<file path="config.mk">
export PLATFORM = sky130hd
export DESIGN_NAME = mpdc_ctrl
export DESIGN_NICKNAME = d
export VERILOG_FILES = /design/src/hdl/mpdc_pkg.sv /design/src/hdl/mpdc_ctrl.sv
export SDC_FILE = /design/constraint.sdc
export NUM_CORES = 1
export LEC_CHECK = 0
export ABC_AREA = 1
export BUFFER_PORTS_ARGS = -buffer_cell sky130_fd_sc_hd__buf_4
export CAP_MARGIN = 20
export CORE_MARGIN = 4
export CORE_UTILIZATION = 30
export DETAILED_ROUTE_END_ITERATION = 10
export HOLD_SLACK_MARGIN = 0.06
export PLACE_DENSITY = 0.6
export SLEW_MARGIN = 30
export SYNTH_ARGS = -nofsm -noshare
export SYNTH_HDL_FRONTEND = slang
export SYNTH_SLANG_ARGS = --single-unit
</file>
<file path="constraint.sdc">
create_clock -name clk -period 4.3 [get_ports clk]
set_clock_uncertainty 0.2 [all_clocks]
set_input_delay 0.645 -clock clk [delete_from_list [all_inputs] [get_ports clk]]
set_output_delay 0.645 -clock clk [all_outputs]
set_load 0.01 [all_outputs]
</file>
<file path="src/hdl/mpdc_pkg.sv">
// ----------------------------------------------------------------------------
// mpdc_pkg: shared definitions for the microphone pair delay correlator
// Store geometry, lag range, sample scaling and the controller-to-datapath
// command bundle.
// ----------------------------------------------------------------------------
package mpdc_pkg;

    // Store geometry (depth must be a power of two, 32 .. 8192)
    localparam int DEPTH     = 2048;
    localparam int ADDR_W    = $clog2(DEPTH);
    localparam int FILL_W    = ADDR_W + 1;

    // Lag search runs from -LAG_RANGE to LAG_RANGE-1 (LAG_RANGE 1 .. 16)
    localparam int LAG_RANGE = 10;
    localparam int LAG_W     = 5;
    localparam logic signed [LAG_W-1:0] LAG_FIRST = LAG_W'(-LAG_RANGE);
    localparam logic signed [LAG_W-1:0] LAG_LAST  = LAG_W'(LAG_RANGE - 1);

    // Command codes on the command port
    localparam logic CMD_CAPTURE = 1'b0;
    localparam logic CMD_COMPUTE = 1'b1;

    // Samples: 12-bit raw, divided by 20 to 0..204
    localparam int RAW_W       = 12;
    localparam int SAMPLE_W    = 8;
    localparam int RECIP_W     = 13;
    localparam int RECIP_SHIFT = 16;
    // ceil(2^16 / 20); exact for every 12-bit input
    localparam logic [RECIP_W-1:0] RECIP_20 = RECIP_W'(3277);

    // Products of two scaled samples fit 16 bits (204*204 = 41616)
    localparam int PROD_W = 2 * SAMPLE_W;
    localparam int SUM_W  = PROD_W + ADDR_W;

    typedef struct packed {
        logic                     capture;  // write one sample set
        logic                     begin_op; // start of a compute: reset search
        logic                     issue;    // read one product term
        logic                     eval;     // close out the current lag
        logic [ADDR_W-1:0]        t;        // index into the first store
        logic signed [LAG_W-1:0]  lag;      // lag under test
    } dp_cmd_t;

    // raw / 20 by reciprocal multiply
    function automatic logic [SAMPLE_W-1:0] scale_sample(input logic [RAW_W-1:0] raw);
        logic [RAW_W+RECIP_W-1:0] prod;
        prod = raw * RECIP_20;
        return prod[RECIP_SHIFT +: SAMPLE_W];
    endfunction

endpackage

</file>
<file path="src/hdl/mpdc_ctrl.sv">
// ----------------------------------------------------------------------------
// mpdc_ctrl: command handshake and correlation sequencer
// Takes capture and compute commands, sweeps lag and index for a compute,
// and flags the result cycle.
// ----------------------------------------------------------------------------
module mpdc_ctrl (
    input  logic              clk,
    input  logic              rst_n,
    input  logic              start,
    input  logic              command,
    output logic              busy,
    output logic              done,
    output mpdc_pkg::dp_cmd_t cmd
);

    import mpdc_pkg::*;

    localparam logic [2:0] S_IDLE  = 3'd0;
    localparam logic [2:0] S_RUN   = 3'd1;
    localparam logic [2:0] S_FLUSH = 3'd2;
    localparam logic [2:0] S_EVAL  = 3'd3;
    localparam logic [2:0] S_DONE  = 3'd4;

    // last flush step while the product pipeline behind the read drains
    localparam logic FLUSH_LAST = 1'b1;

    logic [2:0]              state_reg, state_next;
    logic [ADDR_W-1:0]       t_reg, t_next;
    logic signed [LAG_W-1:0] lag_reg, lag_next;
    logic                    flush_reg, flush_next;
    logic                    accept;

    assign accept = start && !busy;

    always_comb
    begin
        state_next = state_reg;
        t_next     = t_reg;
        lag_next   = lag_reg;
        flush_next = flush_reg;
        unique case (state_reg)
            S_IDLE:
            begin
                if (accept && command == CMD_COMPUTE)
                begin
                    state_next = S_RUN;
                    t_next     = '0;
                    lag_next   = LAG_FIRST;
                end
            end
            S_RUN:
            begin
                t_next = t_reg + 1'b1;
                if (t_reg == ADDR_W'(DEPTH - 1))
                begin
                    state_next = S_FLUSH;
                    flush_next = 1'b0;
                end
            end
            S_FLUSH:
            begin
                flush_next = 1'b1;
                if (flush_reg == FLUSH_LAST)
                begin
                    state_next = S_EVAL;
                end
            end
            S_EVAL:
            begin
                if (lag_reg == LAG_LAST)
                begin
                    state_next = S_DONE;
                end
                else
                begin
                    lag_next   = lag_reg + 1'b1;
                    state_next = S_RUN;
                end
            end
            S_DONE:
            begin
                state_next = S_IDLE;
            end
            default:
            begin
                state_next = S_IDLE;
            end
        endcase
    end

    always_ff @(posedge clk or negedge rst_n)
    begin
        if (!rst_n)
        begin
            state_reg <= S_IDLE;
            t_reg     <= '0;
            lag_reg   <= '0;
            flush_reg <= 1'b0;
        end
        else
        begin
            state_reg <= state_next;
            t_reg     <= t_next;
            lag_reg   <= lag_next;
            flush_reg <= flush_next;
        end
    end

    assign busy = (state_reg != S_IDLE);
    assign done = (state_reg == S_DONE);

    always_comb
    begin
        cmd.capture  = accept && command == CMD_CAPTURE;
        cmd.begin_op = accept && command == CMD_COMPUTE;
        cmd.issue    = (state_reg == S_RUN);
        cmd.eval     = (state_reg == S_EVAL);
        cmd.t        = t_reg;
        cmd.lag      = lag_reg;
    end

endmodule

</file>
* Word-level counts from Yosys, hierarchy flattened
Index checks and enable logic that the tools add are counted.
** Cells by class
- $add $sub $neg :: 2
- Equality and inequality tests :: 10
- Multiplexer cells :: 12
- Bitwise logic cells :: 1
- Reduce and logical (&&, ||, !) cells :: 13
** Operator list (number)
- 11-bit case mux with 2 select lines :: 1
- 3-bit two-way mux :: 4
- 3-bit case mux with 4 select lines :: 1
- 11-bit by 1-bit adder with 11-bit output, second input constant :: 1
- 11-bit == test, second input constant :: 1
- 11-bit two-way mux :: 1
- 5-bit two-way mux :: 2
- 5-bit case mux with 2 select lines :: 1
- 3-bit by 2-bit == test with 1-bit output, second input constant :: 2
- 2-bit != test, second input constant :: 3
- 3-bit AND reduction :: 2
- 2-bit nonzero test :: 3
- 5-bit by 1-bit adder with 5-bit output, second input constant :: 1
- 5-bit == test, second input constant :: 1
- 2-bit AND reduction :: 2
- 3-bit by 1-bit == test with 1-bit output, second input constant :: 1
- 3-bit == test, second input constant :: 1
- 1-bit logical AND :: 3
- 3-bit logical NOT :: 1
- 3-bit nonzero test :: 1
- 2-bit by 1-bit != test with 1-bit output, second input constant :: 1
- 1-bit case mux with 2 select lines :: 1
- 1-bit logical NOT :: 1
- 1-bit two-way mux :: 1
- 1-bit NOT :: 1
** Word-level totals
- Register bits :: 20
- Input bits :: 4
- Output and inout port bits :: 22

* Longest topological paths before layout
Gate-level depths: netlist of the first run.
- Depth in word-level cells :: 6
- Depth in mapped cells :: 9
- Depth with buffers taken out :: 9

* Worst setup path after synthesis of the first run
No wires, ideal clock.
- Path kind :: input -> output
- Start :: input start
- End :: output cmd[19] (netlist bit)
- Arrival :: 1014 ps
- Required time :: 3455 ps
- Path slack :: 2441 ps
- Cell stages on the path :: 2
- Buffers on the path :: 0
- Path through :: inv_1 nor3_1
** RTL lines
- start: declaration :: line mpdc_ctrl.sv:9 : input logic start,
- end: declaration :: line mpdc_ctrl.sv:13 : output mpdc_pkg::dp_cmd_t cmd

==> metrics.txt, run 1 <==
slack of the critical path=2.09 ns; total die area=5390 sq um; final design utilization=a little under 40%; Seq/Total Area, Yosys=between 30 and 40%; DRC errors left=0; RSZ-0062 raised after global routing=false; clk buf depth=2; Via density=roughly 4.4; CTS tree=yes; Synth top cells by count=nand2_1, inv_1, dfrtp_1; CTS buffer count=3; max reg flops=11; Rel. slew slack=slightly above 80%; largest stage delay on the critical path=0.47 ns; CTS Root Cell=clkbuf_8; CP arrival=1.36 ns; total core area=4060 sq um; Routed Antenna Nets=0; Ys Warns=0; nets@finish=between 200 and 250; Vias=about 1.1k; diode count=0; Area contributors post-synth=dfrtp_1, nand2_1, inv_1, nand3_1, nor2_1; Async S/R FF share, synth=100%; DRT Pass-1 Iters=4; status=complete, no violations; crit start category=register; Power Density=~220 nW/um^2; grt total ovfl=0; global-route usage over all layers=approximately 11%; detailed placement HPWL=around 2.1 mm; slew of the pin with the lowest slew margin=between 0.2 and 0.3 ns; Worst Path Required=approximately 3.5 ns; clk sinks=20; CP Cell Sequence=nor2_1 -> nand2_1 -> nor3_1 -> buf_4; final slew viol count=0; post-synthesis net count=~190; GP Congestion=around 0.75; first-pass GRT wire length=~4.8 mm; leakage=roughly 0.81 nW; Final Power=0.343 mW; share of the synthesized area in the top cell type=a little under 40%; Avg Synthesized Cell Area=slightly above 7 sq um; Max Cap Viol=0; area grow syn2layout=23.3%; H-tree Lvls=1; Die Height=about 73 microns; Post-Route WL=approximately 2.7 mm; count leader, synth=nand2_1; Synth Instances=approximately 180; Final min period=2.21 ns; initial drt markers=57; final hold violation count=0; max frequency=453 MHz; Synth Flop Type=dfrtp_1; critical path type=reg -> out; Clock Latency Late Sink=between 0.2 and 0.3 ns; die width=approximately 73 microns; # IOs=26; min-delay worst type=reg -> reg; Port-buffer cells=25; share of layout cells above drive strength 1=22.7%; CP max FO=6; initial antenna violation count=0; Slowest-stage cell, CP=dfrtp_1; Yosys cell types=24; Worst IR Drop VDD=~77 uV; Setup Viol. Count Final=0; CP Capture Type=output pin; Initial Utilization=31.6%; Placement Setup Slack=between 2 and 2.5 ns; Cell Area, Synth=~1300 sq um; period utilization=roughly half; leading area contributor after synthesis=dfrtp_1; Seq cells post-synth=20; Min Hold Slack=0.280 ns; Post-synth EDFFs=0; Rows=23; number of global-route vias before repair=between 1k and 1.5k; largest net degree at the start of global routing=21; WL per Instance=~11 microns; final setup TNS=0 ns; Reg clk slew, reported paths=0.08 ns
-- power by group --
group,switching [mW],internal (mW)
clock network,0.0649,0.0816
registers,0,0.188
logic,0.00565,0.00256
-- metal layers --
layer | vias up | GRT usage [%] | share of wire (%)
li1 | 613 | - | -
met1 | 502 | 16.4 | 50
met2 | 16 | 16.7 | 45
met3 | 5 | 0.821 | 2.5
met4 | 0 | 4.83 | 2.0
met5 | - | 0 | 0
-- stage by stage --
| stage | cell area, sq um | std cells |
|---|---|---|
| 2_1_floorplan | 1280 | 179 |
| 3_3_place_gp | 1520 | 252 |
| 3_5_place_dp | 1520 | 252 |
| 4_1_cts | 1580 | 257 |
| 5_1_grt | 1580 | 257 |
| 6_report | 1580 | 257 |
-- area by class of cell --
cell class	instances	area [sq um]
Inverter	29	113
Tap cell	50	62.6
Clock buffer	4	55.1
Sequential cell	20	500
Timing Repair Buffer	26	198
Multi-Input combinational cell	128	654
Fill cell	442	2470
-- worst paths after layout --
| path | cells after the start | startpoint | slack, ns | end |
|---|---|---|---|---|
| hold / removal | 2 | flush_reg | 0.28 | flush_reg |
| max in group asynchronous | 2 | rst_n | 3.10 | state_reg[1] |
| min in group asynchronous | 2 | rst_n | 0.60 | t_reg[7] |
| setup reg to reg | 8 | t_reg[1] | 2.69 | flush_reg |
| setup / recovery | 4 | state_reg[0] | 2.09 | cmd[19] |
| hold reg to reg | 2 | flush_reg | 0.28 | flush_reg |
-- kinds of logic after synthesis --
logic type               synth area share, %
adder cells (fa/ha/maj)                 2.92
AND/OR/NAND/NOR                         41.5
buffers and inverters                   10.0
AO/OA/AOI/OAI                           5.17
XOR/XNOR                                1.36
flip-flops                              39.0
-- worst max-delay path, delay by kind of cell, from the launching register on --
kind                   cells  cell delay, ns
and+or+nand+nor            3            0.48
DFF                        1            0.47
buffers and inverters      1            0.15
-- cell usage in the layout (no fill, tap or decap) --
cell | synthesis | final
nor2_2 | 1 | 1
nand3_1 | 17 | 17
dlygate4sd3_1 | 0 | 1
inv_2 | 4 | 4
a21oi_1 | 3 | 3
nand2_1 | 60 | 60
nor2_4 | 3 | 3
nand2_4 | 1 | 1
nand4_1 | 4 | 4
nor3_1 | 3 | 3
o21ai_0 | 1 | 1
clkinv_2 | 1 | 1
ha_1 | 3 | 3
o21ai_4 | 1 | 1
inv_4 | 1 | 1
inv_1 | 23 | 23
nand2_2 | 2 | 2
clkbuf_8 | 0 | 4
nor2_1 | 17 | 17
o21ai_1 | 6 | 6
dfrtp_1 | 20 | 20
nand3_2 | 2 | 2
nand3_4 | 2 | 2
buf_4 | 0 | 25
xnor2_1 | 2 | 2
-- what timing repair did --
action / 4_1_cts / 5_1_grt
endpoints found under the hold margin: 10 / 0
resized for setup: 0 / 0
setup buffers: 0 / 0
setup endpoints to repair: 0 / 0
hold buffers: 1 / 0
(Power assumes the default switching activity.)
==> run 2: changes to the inputs <==
==> constraint.sdc (replaced) <==
create_clock -name clk -period 2.25 [get_ports clk]
set_clock_uncertainty 0.2 [all_clocks]
set_input_delay 0.3375 -clock clk [delete_from_list [all_inputs] [get_ports clk]]
set_output_delay 0.3375 -clock clk [all_outputs]
set_load 0.01 [all_outputs]
==> run 2 against run 1 <==
  * Sequential cell count is the same
  * Register-to-register slack lost 2.0 ns
  * Highest routed layer unchanged
  * Critical path depth grew 2
  * Critical path type unchanged
  * Utilization grew 0.40 points
  * Non-clock buffer count is the same
  * Clock power grew 150%
==> metrics.txt, run 2 (same netlist as run 1, synthesis figures left out) <==
status=complete, no violations (unchanged); footprint of the multi-input gates=654 sq um (unchanged); Max Cap Viol=0 (unchanged); RSZ-0062 raised after global routing=false (unchanged); Power Density=458 nW/um^2 (was 216 nW/um^2); critical path type=reg -> out (unchanged); post-cts sizing count=0 (unchanged); Initial Utilization=31.6% (unchanged); detailed placement HPWL=2.16 mm (was 2.11 mm); max reg flops=11 (unchanged); area post-placement=1520 sq um (unchanged); GP Congestion=0.746 (was 0.745); clk buf depth=2 (unchanged); post-CTS setup buffers=0 (unchanged); global-route usage over all layers=10.7% (was 11.2%); Post-Route WL=2.82 mm (was 2.75 mm); FF/Latch Area=500 sq um (unchanged); grt total ovfl=0 (unchanged); initial drt markers=66 (was 57); total core area=4060 sq um (unchanged); first-pass GRT wire length=4.62 mm (was 4.79 mm); final slew viol count=0 (unchanged); DRT Pass-1 Iters=4 (unchanged); Worst IR Drop VDD=202 uV (was 77.4 uV); H-tree Lvls=1 (unchanged); largest net degree at the start of global routing=21 (unchanged); CTS tree=yes (unchanged); nets@finish=215 (unchanged); Routed Antenna Nets=0 (unchanged); most frequent cells in the layout=nand2_1, buf_4, inv_1 (unchanged); crit start category=register (unchanged); clk sinks=20 (unchanged); slew of the pin with the lowest slew margin=0.253 ns (was 0.270 ns); share of layout cells above drive strength 1=22.7% (unchanged); total die area=5390 sq um (unchanged); CP Capture Type=output pin (unchanged); CP max FO=6 (unchanged); WL per Instance=11.0 microns (was 10.7 microns); Die Height=73.4 microns (unchanged); diode count=0 (unchanged); commonest non-fill, non-tap cell in the layout=nand2_1 (unchanged); leakage=0.820 nW (was 0.813 nW); CTS buffer count=3 (unchanged); max frequency=537 MHz; period utilization=between 80 and 90%; number of global-route vias before repair=1,005 (was 1,032); worst path bufs/invs=3 (was 1); most used cell, CP=inv_1; CTS Root Cell=clkbuf_8 (unchanged); initial antenna violation count=0 (unchanged); Final min period=1.86 ns; min-delay worst type=in -> reg (was reg -> reg); die width=73.4 microns (unchanged); fin area=1600 sq um (was 1580 sq um); Via density=4.53 (was 4.42); Slowest-stage cell, CP=dfrtp_1 (unchanged); DRC errors left=0 (unchanged); Final Power=0.733 mW (was 0.343 mW); Rows=23 (unchanged); Reg clk slew, reported paths=0.08 ns (about the same); largest stage delay on the critical path=0.47 ns (about the same); # IOs=26 (unchanged); Setup Viol. Count Final=0 (unchanged); final hold violation count=0 (unchanged); fillcell total=437 (was 442); Port-buffer cells=25 (unchanged); Worst Path Required=1.71 ns (was 3.45 ns); area grow syn2layout=24.6% (was 23.3%); CP Cell Sequence=inv_1 -> nand2_1 -> nor2_4 -> nand3_4 -> inv_1 -> buf_4 (was nor2_1 -> nand2_1 -> nor3_1 -> buf_4); Vias=1,164 (was 1,136); CP arrival=1.32 ns (was 1.36 ns); crit-path leading delay family=flip-flops (was simple AND/OR/NAND/NOR gates); CTS hold repair buffers=1 (unchanged); Clock Latency Late Sink=0.26 ns (about the same); Rel. slew slack=83.0% (was 82.0%); final setup TNS=0 ns (unchanged)
## run 2: final timing paths
kind,start,endpoint,slack (ns),cells past startpoint
max,state_reg[0],cmd[18],0.39,6
min,start,t_reg[4],0.22,4
max reg2reg,t_reg[1],t_reg[8],0.68,7
min reg2reg,flush_reg,flush_reg,0.30,2
max in group asynchronous,rst_n,t_reg[6],1.35,2
min in group asynchronous,rst_n,t_reg[7],0.29,2
## run 2: where the power goes
group	leakage [nW]	switching [mW]	internal (mW)
registers	0.249	0	0.359
logic	0.536	0.0109	0.00491
clock network	0.0357	0.121	0.237
total	0.820	0.132	0.601
## run 2: stage by stage
step	worst slack (ns)	std cells	utilization, %	hold WS, ns
floorplan	0.705	179	-	-0.158
global placement	0.666	252	37.4	0.0403
detailed placement	0.662	252	37.4	0.0342
CTS	0.368	257	39.4	0.218
global route	0.277	257	39.4	0.223
finish	0.389	257	39.4	0.222
## run 2: area by class of cell
class / instances / share of cell area (%)
timing repair buffer: 26 / 12.4
multi-input combinational: 128 / 40.9
clock inverter: 1 / 1.88
clock buffer: 3 / 2.58
inverter: 29 / 7.04
tap: 50 / 3.91
sequential: 20 / 31.3
## run 2: routing by layer
layer	vias up	routed length [microns]	track usage [%]
li1	609	-	-
met1	527	1330	14.8
met2	24	1330	17.4
met3	4	130	1.23
met4	0	33	3.62
met5	-	0	0
## run 2: worst min-delay path: cells and delay by family
kind                   cells  cell delay (ns)
buffers and inverters      1             0.10
and+or+nand+nor            3             0.21
==> run 3: changes to the inputs <==
--- a/config.mk
+++ b/config.mk
@@ -12,7 +12,7 @@
 export CORE_UTILIZATION = 30
 export DETAILED_ROUTE_END_ITERATION = 10
 export HOLD_SLACK_MARGIN = 0.06
-export PLACE_DENSITY = 0.6
+export PLACE_DENSITY = 0.62
 export SLEW_MARGIN = 30
 export SYNTH_ARGS = -nofsm -noshare
 export SYNTH_HDL_FRONTEND = slang
==> constraint.sdc (replaced) <==
create_clock -name clk -period 1.6 [get_ports clk]
set_clock_uncertainty 0.2 [all_clocks]
set_input_delay 0.24 -clock clk [delete_from_list [all_inputs] [get_ports clk]]
set_output_delay 0.24 -clock clk [all_outputs]
set_load 0.01 [all_outputs]
==> run 3 against run 2 <==
  * The flow now finishes with violations (setup timing)
  * Cell count is 8.2% higher
  * Critical path depth decreased by 2
  * Via count rose by 7.9%
  * Sequential share of layout area fell by 3.8 points
  * Worst hold slack worse by 0.011 ns
  * Non-clock buffer count increased by 22
  * Combinational power rose by 47%
  * Final area increased by 15%
  * Worst setup slack got worse by 0.43 ns
  * Critical endpoint is now cmd[19]
  * Largest power group unchanged
  * Highest routed layer unchanged
==> metrics.txt, run 3 (same netlist as run 1, synthesis figures left out) <==
H-tree Lvls=1 (unchanged); Via density=4.52 (was 4.53); detailed placement HPWL=2.19 mm (was 2.16 mm); Worst IR Drop VDD=223 uV (was 202 uV); leakage=0.918 nW (was 0.820 nW); initial drt markers=73 (was 66); DRT Pass-1 Iters=4 (unchanged); min-delay worst type=in -> async (was in -> reg); final slew viol count=0 (unchanged); total core area=4060 sq um (unchanged); final setup TNS=-0.0570 ns (was 0 ns); DRC errors left=0 (unchanged); Post-Route WL=3.06 mm (was 2.82 mm); # IOs=26 (unchanged); most frequent cells in the layout=nand2_1, buf_4, inv_1 (unchanged); max reg flops=11 (unchanged); RSZ-0062 raised after global routing=true (was false); CP max FO=5 (was 6); clk buf depth=2 (unchanged); WL per Instance=11.0 microns (about the same); final design utilization=45.2% (was 39.4%); GP Congestion=0.787 (was 0.746); Worst Path Required=1.16 ns (was 1.71 ns); Vias=1,256 (was 1,164); CP arrival=1.20 ns (was 1.32 ns); Clock Latency Late Sink=0.25 ns (was 0.26 ns); Cell Count Post-Placement=256 (was 252); Port-buffer cells=25 (unchanged); area grow syn2layout=42.8% (was 24.6%); die width=73.4 microns (unchanged); commonest non-fill, non-tap cell in the layout=nand2_1 (unchanged); share of layout cells above drive strength 1=37.3% (was 22.7%); first-pass GRT wire length=5.03 mm (was 4.62 mm); Final min period=about 1.6 ns; global-route usage over all layers=11.7% (was 10.7%); Routed Antenna Nets=0 (unchanged); fillcell total=414 (was 437); Initial Utilization=31.6% (unchanged); R2R cell count=9 (was 7); initial antenna violation count=0 (unchanged); clk sinks=20 (unchanged); CTS Root Cell=clkbuf_8 (unchanged); Final Power=0.856 mW (was 0.733 mW); CTS buffer count=3 (unchanged); final hold violation count=0 (unchanged); Rel. slew slack=82.1% (was 83.0%); nets@finish=237 (was 215); crit start category=register (unchanged); period utilization=103%; total die area=5390 sq um (unchanged); Rows=23 (unchanged); slew of the pin with the lowest slew margin=0.268 ns (was 0.253 ns); slack of the critical path=-0.0445 ns (was 0.389 ns); max frequency=608 MHz; Cell Count, Final, Fillers Out=278 (was 257); Die Height=73.4 microns (unchanged); Setup Viol. Count Final=3 (was 0); Power Density=467 nW/um^2 (was 458 nW/um^2); CP Capture Type=output pin (unchanged); critical path type=reg -> out (unchanged); number of global-route vias before repair=1,144 (was 1,005); largest net degree at the start of global routing=21 (unchanged); diode count=0 (unchanged); Reg clk slew, reported paths=0.07 ns (was 0.08 ns); violated checks=setup timing; status=complete, but fails checks (was complete, no violations); grt total ovfl=0 (unchanged); Max Cap Viol=0 (unchanged); CTS tree=yes (unchanged)
run 3: cell types whose count changed in the layout (fill, tap and decap cells not counted), sizes merged:
cell	previous run	this run
bufinv	1	0
buf	25	47
run 3: layer usage:
metal	share of wire, %	track usage, %
met5	0	0
met3	3.2	1.64
met2	49	19.7
met1	46	15.2
met4	2.2	4.43
run 3: layout make-up:
class	instances	area [sq um]	area share [%]
clock buffers	3	41.3	2.25
inverters	29	121	6.62
multi-input cells	128	729	39.8
flip-flops and latches	20	504	27.5
well taps	50	62.6	3.41
repair buffers	48	374	20.4
run 3: worst max-delay path: stages (launching register included):
cell	delay [ns]
dfrtp_2	0.45
nor2_2	0.16
nand2_2	0.10
nor3_2	0.11
buf_4	0.14
run 3: timing repair:
| action | CTS | global route |
|---|---|---|
| hold endpoints to repair | 20 | 0 |
| resized for setup | 13 | 15 |
| cloned | 0 | 0 |
| hold buffers | 1 | 0 |
| pin swaps | 4 | 4 |
| endpoints found under the setup margin | 5 | 16 |
| buffers inserted | 9 | 9 |
run 3: report_power, final:
group / switching, mW / total (mW) / internal, mW
registers: 0 / 0.505 / 0.505
clock network: 0.160 / 0.328 / 0.167
logic: 0.0162 / 0.0232 / 0.00705
total: 0.176 / 0.856 / 0.680
run 3: final timing paths:
check | to | slack (ns) | from
worst min register to register | flush_reg | 0.27 | flush_reg
max in group asynchronous | lag_reg[0] | 0.76 | rst_n
worst max register to register | lag_reg[2] | 0.07 | state_reg[2]
min in group clk | t_reg[8] | 0.24 | start
worst max-delay path | cmd[19] | -0.04 | state_reg[0]
worst min-delay path | t_reg[7] | 0.21 | rst_n
run 3: metrics by stage:
| step | cell area [sq um] | hold WS, ns | setup slack (ns) |
|---|---|---|---|
| after floorplan | 1280 | -0.256 | 0.0927 |
| after global placement | 1550 | -0.0626 | 0.0718 |
| after detailed placement | 1550 | -0.0600 | 0.0526 |
| after CTS | 1710 | 0.202 | -0.0738 |
| after global routing | 1830 | 0.222 | -0.106 |
| final | 1830 | 0.211 | -0.0445 |
